--- src/rtl/sfe_pkg.sv ---
// ----------------------------------------------------------------------------
// sfe_pkg
// Shared types and constants for the stereo feedback echo core.
// ----------------------------------------------------------------------------
package sfe_pkg;

	localparam int STORE_DEPTH_DEF = 65536;
	localparam int SAMPLE_BITS_DEF = 16;

	localparam int FILT_EXTRA = 8;       // extra fraction bits in filter state
	localparam int Q15_SHIFT  = 15;
	localparam int FB_SHIFT   = 23;      // Q15_SHIFT + FILT_EXTRA
	localparam int ROUND_Q15  = 16384;   // half an LSB before a shift by 15
	localparam int ROUND_FB   = 4194304; // half an LSB before a shift by 23
	localparam int UNITY_Q15  = 32768;

	localparam int GEN_W      = 16;
	localparam int CFG_IDX_W  = 2;
	localparam int CFG_DATA_W = 16;

	localparam logic [CFG_IDX_W-1:0] REG_DELAY_LENGTH  = 2'd0;
	localparam logic [CFG_IDX_W-1:0] REG_FEEDBACK_GAIN = 2'd1;
	localparam logic [CFG_IDX_W-1:0] REG_DAMPING_COEFF = 2'd2;
	localparam logic [CFG_IDX_W-1:0] REG_WET_GAIN      = 2'd3;

	localparam logic [15:0] DELAY_LENGTH_RST  = 16'd22050;
	localparam logic [14:0] FEEDBACK_GAIN_RST = 15'd0;
	localparam logic [15:0] DAMPING_COEFF_RST = 16'd32768;
	localparam logic [15:0] WET_GAIN_RST      = 16'd0;

	typedef struct packed {
		logic               restart;
		logic signed [15:0] dry_left;
		logic signed [15:0] dry_right;
	} sfe_in_t;

	typedef struct packed {
		logic signed [15:0] wet_left;
		logic signed [15:0] wet_right;
	} sfe_out_t;

	// Step strobes from the controller to the datapath
	typedef struct packed {
		logic accept;  // item taken, memory read issued
		logic load;    // capture delayed samples
		logic mul1;    // filter and wet products
		logic upd;     // filter state update
		logic mul2;    // feedback product
		logic write;   // write back, present result
		logic clear;   // tag clearing pass
	} sfe_cmd_t;

	typedef struct packed {
		logic clear_last;
	} sfe_sts_t;

endpackage

--- src/rtl/sfe_ctrl.sv ---
// ----------------------------------------------------------------------------
// sfe_ctrl
// Controller: clearing pass, per-item step sequence, result handshake.
// ----------------------------------------------------------------------------
module sfe_ctrl (
	input  logic              clk,
	input  logic              arst_n,
	input  logic              in_valid,
	output logic              in_ready,
	output logic              out_valid,
	input  logic              out_ready,
	output sfe_pkg::sfe_cmd_t cmd,
	input  sfe_pkg::sfe_sts_t sts
);

	typedef enum logic [2:0] {
		ST_CLEAR,
		ST_IDLE,
		ST_LOAD,
		ST_MUL1,
		ST_UPD,
		ST_MUL2,
		ST_WR
	} state_t;

	state_t state_q;
	logic   out_valid_q;

	assign in_ready   = (state_q == ST_IDLE);
	assign out_valid  = out_valid_q;

	assign cmd.accept = in_valid & in_ready;
	assign cmd.load   = (state_q == ST_LOAD);
	assign cmd.mul1   = (state_q == ST_MUL1);
	assign cmd.upd    = (state_q == ST_UPD);
	assign cmd.mul2   = (state_q == ST_MUL2);
	// hold write-back until the output register is free
	assign cmd.write  = (state_q == ST_WR) & (~out_valid_q | out_ready);
	assign cmd.clear  = (state_q == ST_CLEAR);

	always_ff @(posedge clk or negedge arst_n) begin
		if (!arst_n) begin
			state_q     <= ST_CLEAR;
			out_valid_q <= 1'b0;
		end else begin
			if (cmd.write) begin
				out_valid_q <= 1'b1;
			end else if (out_ready) begin
				out_valid_q <= 1'b0;
			end
			unique case (state_q)
				ST_CLEAR: begin
					if (sts.clear_last) begin
						state_q <= ST_IDLE;
					end
				end
				ST_IDLE: begin
					if (cmd.accept) begin
						state_q <= ST_LOAD;
					end
				end
				ST_LOAD: state_q <= ST_MUL1;
				ST_MUL1: state_q <= ST_UPD;
				ST_UPD:  state_q <= ST_MUL2;
				ST_MUL2: state_q <= ST_WR;
				ST_WR: begin
					if (cmd.write) begin
						state_q <= ST_IDLE;
					end
				end
				default: state_q <= ST_IDLE;
			endcase
		end
	end

endmodule

--- config.mk ---
export PLATFORM = sky130hd
export DESIGN_NAME = sfe_ctrl
export DESIGN_NICKNAME = d
export VERILOG_FILES = /design/src/rtl/sfe_pkg.sv /design/src/rtl/sfe_ctrl.sv
export SDC_FILE = /design/constraint.sdc
export NUM_CORES = 1
export LEC_CHECK = 0
export BUFFER_PORTS_ARGS = -buffer_cell sky130_fd_sc_hd__buf_2
export CORE_AREA = 2 2 39 41
export DETAILED_ROUTE_END_ITERATION = 10
export DIE_AREA = 0 0 41 43
export MAX_ROUTING_LAYER = met4
export PLACE_DENSITY = 0.59
export SYNTH_ARGS = -nofsm -noshare
export SYNTH_HDL_FRONTEND = slang
export SYNTH_SLANG_ARGS = --single-unit
--- constraint.sdc ---
create_clock -name clk -period 1.94 [get_ports clk]
set_input_delay 0.388 -clock clk [delete_from_list [all_inputs] [get_ports clk]]
set_output_delay 0.388 -clock clk [all_outputs]
set_load 0.005 [all_outputs]
==> results by group <==
GRT
  • M3 GR Usage: 0.0628
  • Via count of the first global-routing pass: about 310
  • GRT Total Usage: 0.111
  • GRT overflow: 0
  • GR Layer Usage met1: 0.148
  • Largest net degree at the start of global routing: 15
  • Met2 Use GR: 0.147
  • Initial antenna violation count: 0
  • Global-route wire length before repair: 1310 um
  • GRT busiest layer: met1

Power and ir drop
  • Max IR drop VDD: 0.668 mV
  • Sw Ratio: 0.431
  • Leakage: 0.000226 uW
  • Pwr per Cell Area: 1310 nW/um^2
  • Internal: 327 uW
  • P_sw: about 250 uW
  • Flop pwr share: 0.313
  • Clock power frac: 0.175
  • Combinational share of power: 0.511

Floorplanning
  • # IOs: 14
  • Starting Density: 0.246
  • Die height: 43 um
  • Die Wd: 41 um
  • Placement Rows: 14
  • Die area: 1760 um^2
  • Core Box Area: 1380 um^2

Placed design
  • DP HPWL: 577 um
  • IO Port Bufs: 13
  • Placer Congestion: between 0.7 and 0.8
  • Area post-placement: 407 um^2

Route
  • First-pass detailed-route iteration total: 4
  • Total number of vias: 345
  • Final antenna-violating net count: 0
  • Routed len/inst: 10.6 um
  • Via density: 4.86
  • Post-route DRC violation count: 0
  • Drt total wl: 750 um
  • Initial DRC Count: 4

STA
  • Fin crit share: 0.906
  • Hold Vio Cnt, Final: 0
  • Clk_skew: 0.00163 ns
  • Fmax: 569 MHz
  • Slew HR: 0.719
  • Hold_ws: about 0.46 ns
  • Slew @ Worst Pin: about 0.42 ns
  • Setup tns final: 0 ns
  • Final setup vio count: 0
  • Unrepaired setup endpoints after global routing: false
  • Final-report max-slew violation count: 0
  • Final worst path period need: 1.76 ns

Worst setup path
  • WP data required: 1.55 ns
  • CP Class: reg2out
  • Critical Path Fanout Max: 14
  • Arrival @ worst endpoint: 1.37 ns
  • Crit. End Element: primary output
  • Crit path launch type: register

Clock network
  • Sink Count: 4
  • CTS tree: yes
  • Postcts setup bufs: 0
  • Clock Tree Buf Depth: 2
  • Root buffer cell: clkbuf_4
  • Clock buffer count from CTS: 3
  • H-tree Lvls: 1
  • Worst-Skew Late Latency: 0.23 ns
  • Worst-path clk slew: approximately 0.040 ns

Hold path
  • Hold crit path type: in2reg

Yosys
  • Mapped Avg Cell Area: approximately 8.5 um^2
  • #FFs+latches synth: 4
  • Syn Std Cell Area: 340 um^2
  • Post-synthesis sequential area ratio: 0.294
  • Mapped Nets: 46
  • Post-Synthesis Cells: 40
  • Syn. warnings: 0
  • Post-synthesis cell type count: 24

Run
  • # Max-Cap Violations: 0

Cells and area
  • Area Growth Syn to Fin: 29.0%
  • Layout cell share with drive strength beyond 1: 0.382
  • # diodes: 0
  • Final nets: 63
  • Post-route cell area: 439 um^2

Outcome
  • Status: complete, no violations
worst max-delay path, stage by stage (launching register included):
cell and delay, ns:
dfrtp_1 0.59, nor2b_2 0.26, nand2_1 0.09, nor2_1 0.09, buf_2 0.11
cells by family (layout without fill, tap and decap cells):
kind of cell	after synthesis	count (layout)	synth area share
AO/OA/AOI/OAI	10	10	0.257
buffers and inverters	4	19	0.0772
flip-flops	4	4	0.294
adder cells (fa/ha/maj)	1	1	0.0368
AND/OR/NAND/NOR	21	21	0.335
power by group through the flow:
stage / Clock, uW / Sequential [uW] / Combinational (uW)
finish: 101 / 180 / 294
global route: 113 / 189 / 334
CTS: 105 / 181 / 297
detailed placement: 0 / 181 / 294
global placement: 0 / 182 / 292
floorplan: 0 / 135 / 266
final timing paths:
kind | from | end | slack, ns | cells past startpoint
setup / recovery | state_q[2] | cmd[1] | 0.18 | 4
hold / removal | out_ready | out_valid | 0.46 | 3
setup reg to reg | state_q[1] | state_q[0] | 0.38 | 5
hold reg to reg | out_valid | out_valid | 0.53 | 2
max in group asynchronous | arst_n | state_q[1] | 1.33 | 2
min in group asynchronous | arst_n | state_q[2] | 0.49 | 2
cells in the final DEF (no fill, tap or decap):
cell type	count
o211ai_1	1
a21oi_1	1
a22oi_1	1
a21oi_2	1
nand2b_1	3
clkbuf_4	3
ha_1	1
nor2_1	7
nor3_1	1
inv_1	2
nand2_1	4
and2b_1	1
o221ai_2	1
nor2b_2	1
dfrtp_1	4
o311ai_2	1
o2111ai_1	1
a2bb2oi_1	1
dlygate4sd3_1	1
o21ai_0	2
and2_1	1
and4bb_1	1
buf_2	13
nor2b_1	1
and3_2	1
state kept, by name, summed over array words and instances, names as in the netlist:
signal / cells
state_q: 3
out_valid: 1
cell type report:
class                           instances  area, um^2
Fill cell                             158         945
Multi-Input combinational cell         32         214
Sequential cell                         4         100
Timing Repair Buffer                   14        75.1
Clock buffer                            3        22.5
Tap cell                               16        20.0
Inverter                                2        7.51
cells in the mapped netlist, drive strengths merged:
cell type / n / share of area
a21oi: 2 / 0.040
a22oi: 1 / 0.022
a2bb2oi: 1 / 0.026
and2: 1 / 0.018
and2b: 1 / 0.022
and3: 1 / 0.022
and4bb: 1 / 0.037
buf: 2 / 0.055
dfrtp: 4 / 0.29
ha: 1 / 0.037
inv: 2 / 0.022
nand2: 4 / 0.044
nand2b: 3 / 0.055
nor2: 7 / 0.077
nor2b: 2 / 0.044
nor3: 1 / 0.015
o2111ai: 1 / 0.026
o211ai: 1 / 0.022
o21ai: 2 / 0.029
o221ai: 1 / 0.044
o311ai: 1 / 0.048
timing repair:
action / in CTS / in global routing
resized for setup: 0 / 0
hold buffers: 1 / 0
endpoints found under the hold margin: 4 / 0
through the flow:
step	total power (uW)	instances	setup slack, ns	util
after floorplan	401	40	0.548	-
after global placement	474	67	0.387	0.294
after detailed placement	475	67	0.373	0.294
after CTS	583	71	0.162	0.317
after global routing	636	71	0.0566	0.317
final	575	71	0.183	0.317
routing by layer:
layer  part of all wire  up-vias
met2               0.49        8
li1                   -      176
met5                  0        -
met3              0.053        0
met1               0.46      161
met4                  0        0
No activity file was read; power rests on OpenSTA's default activity.
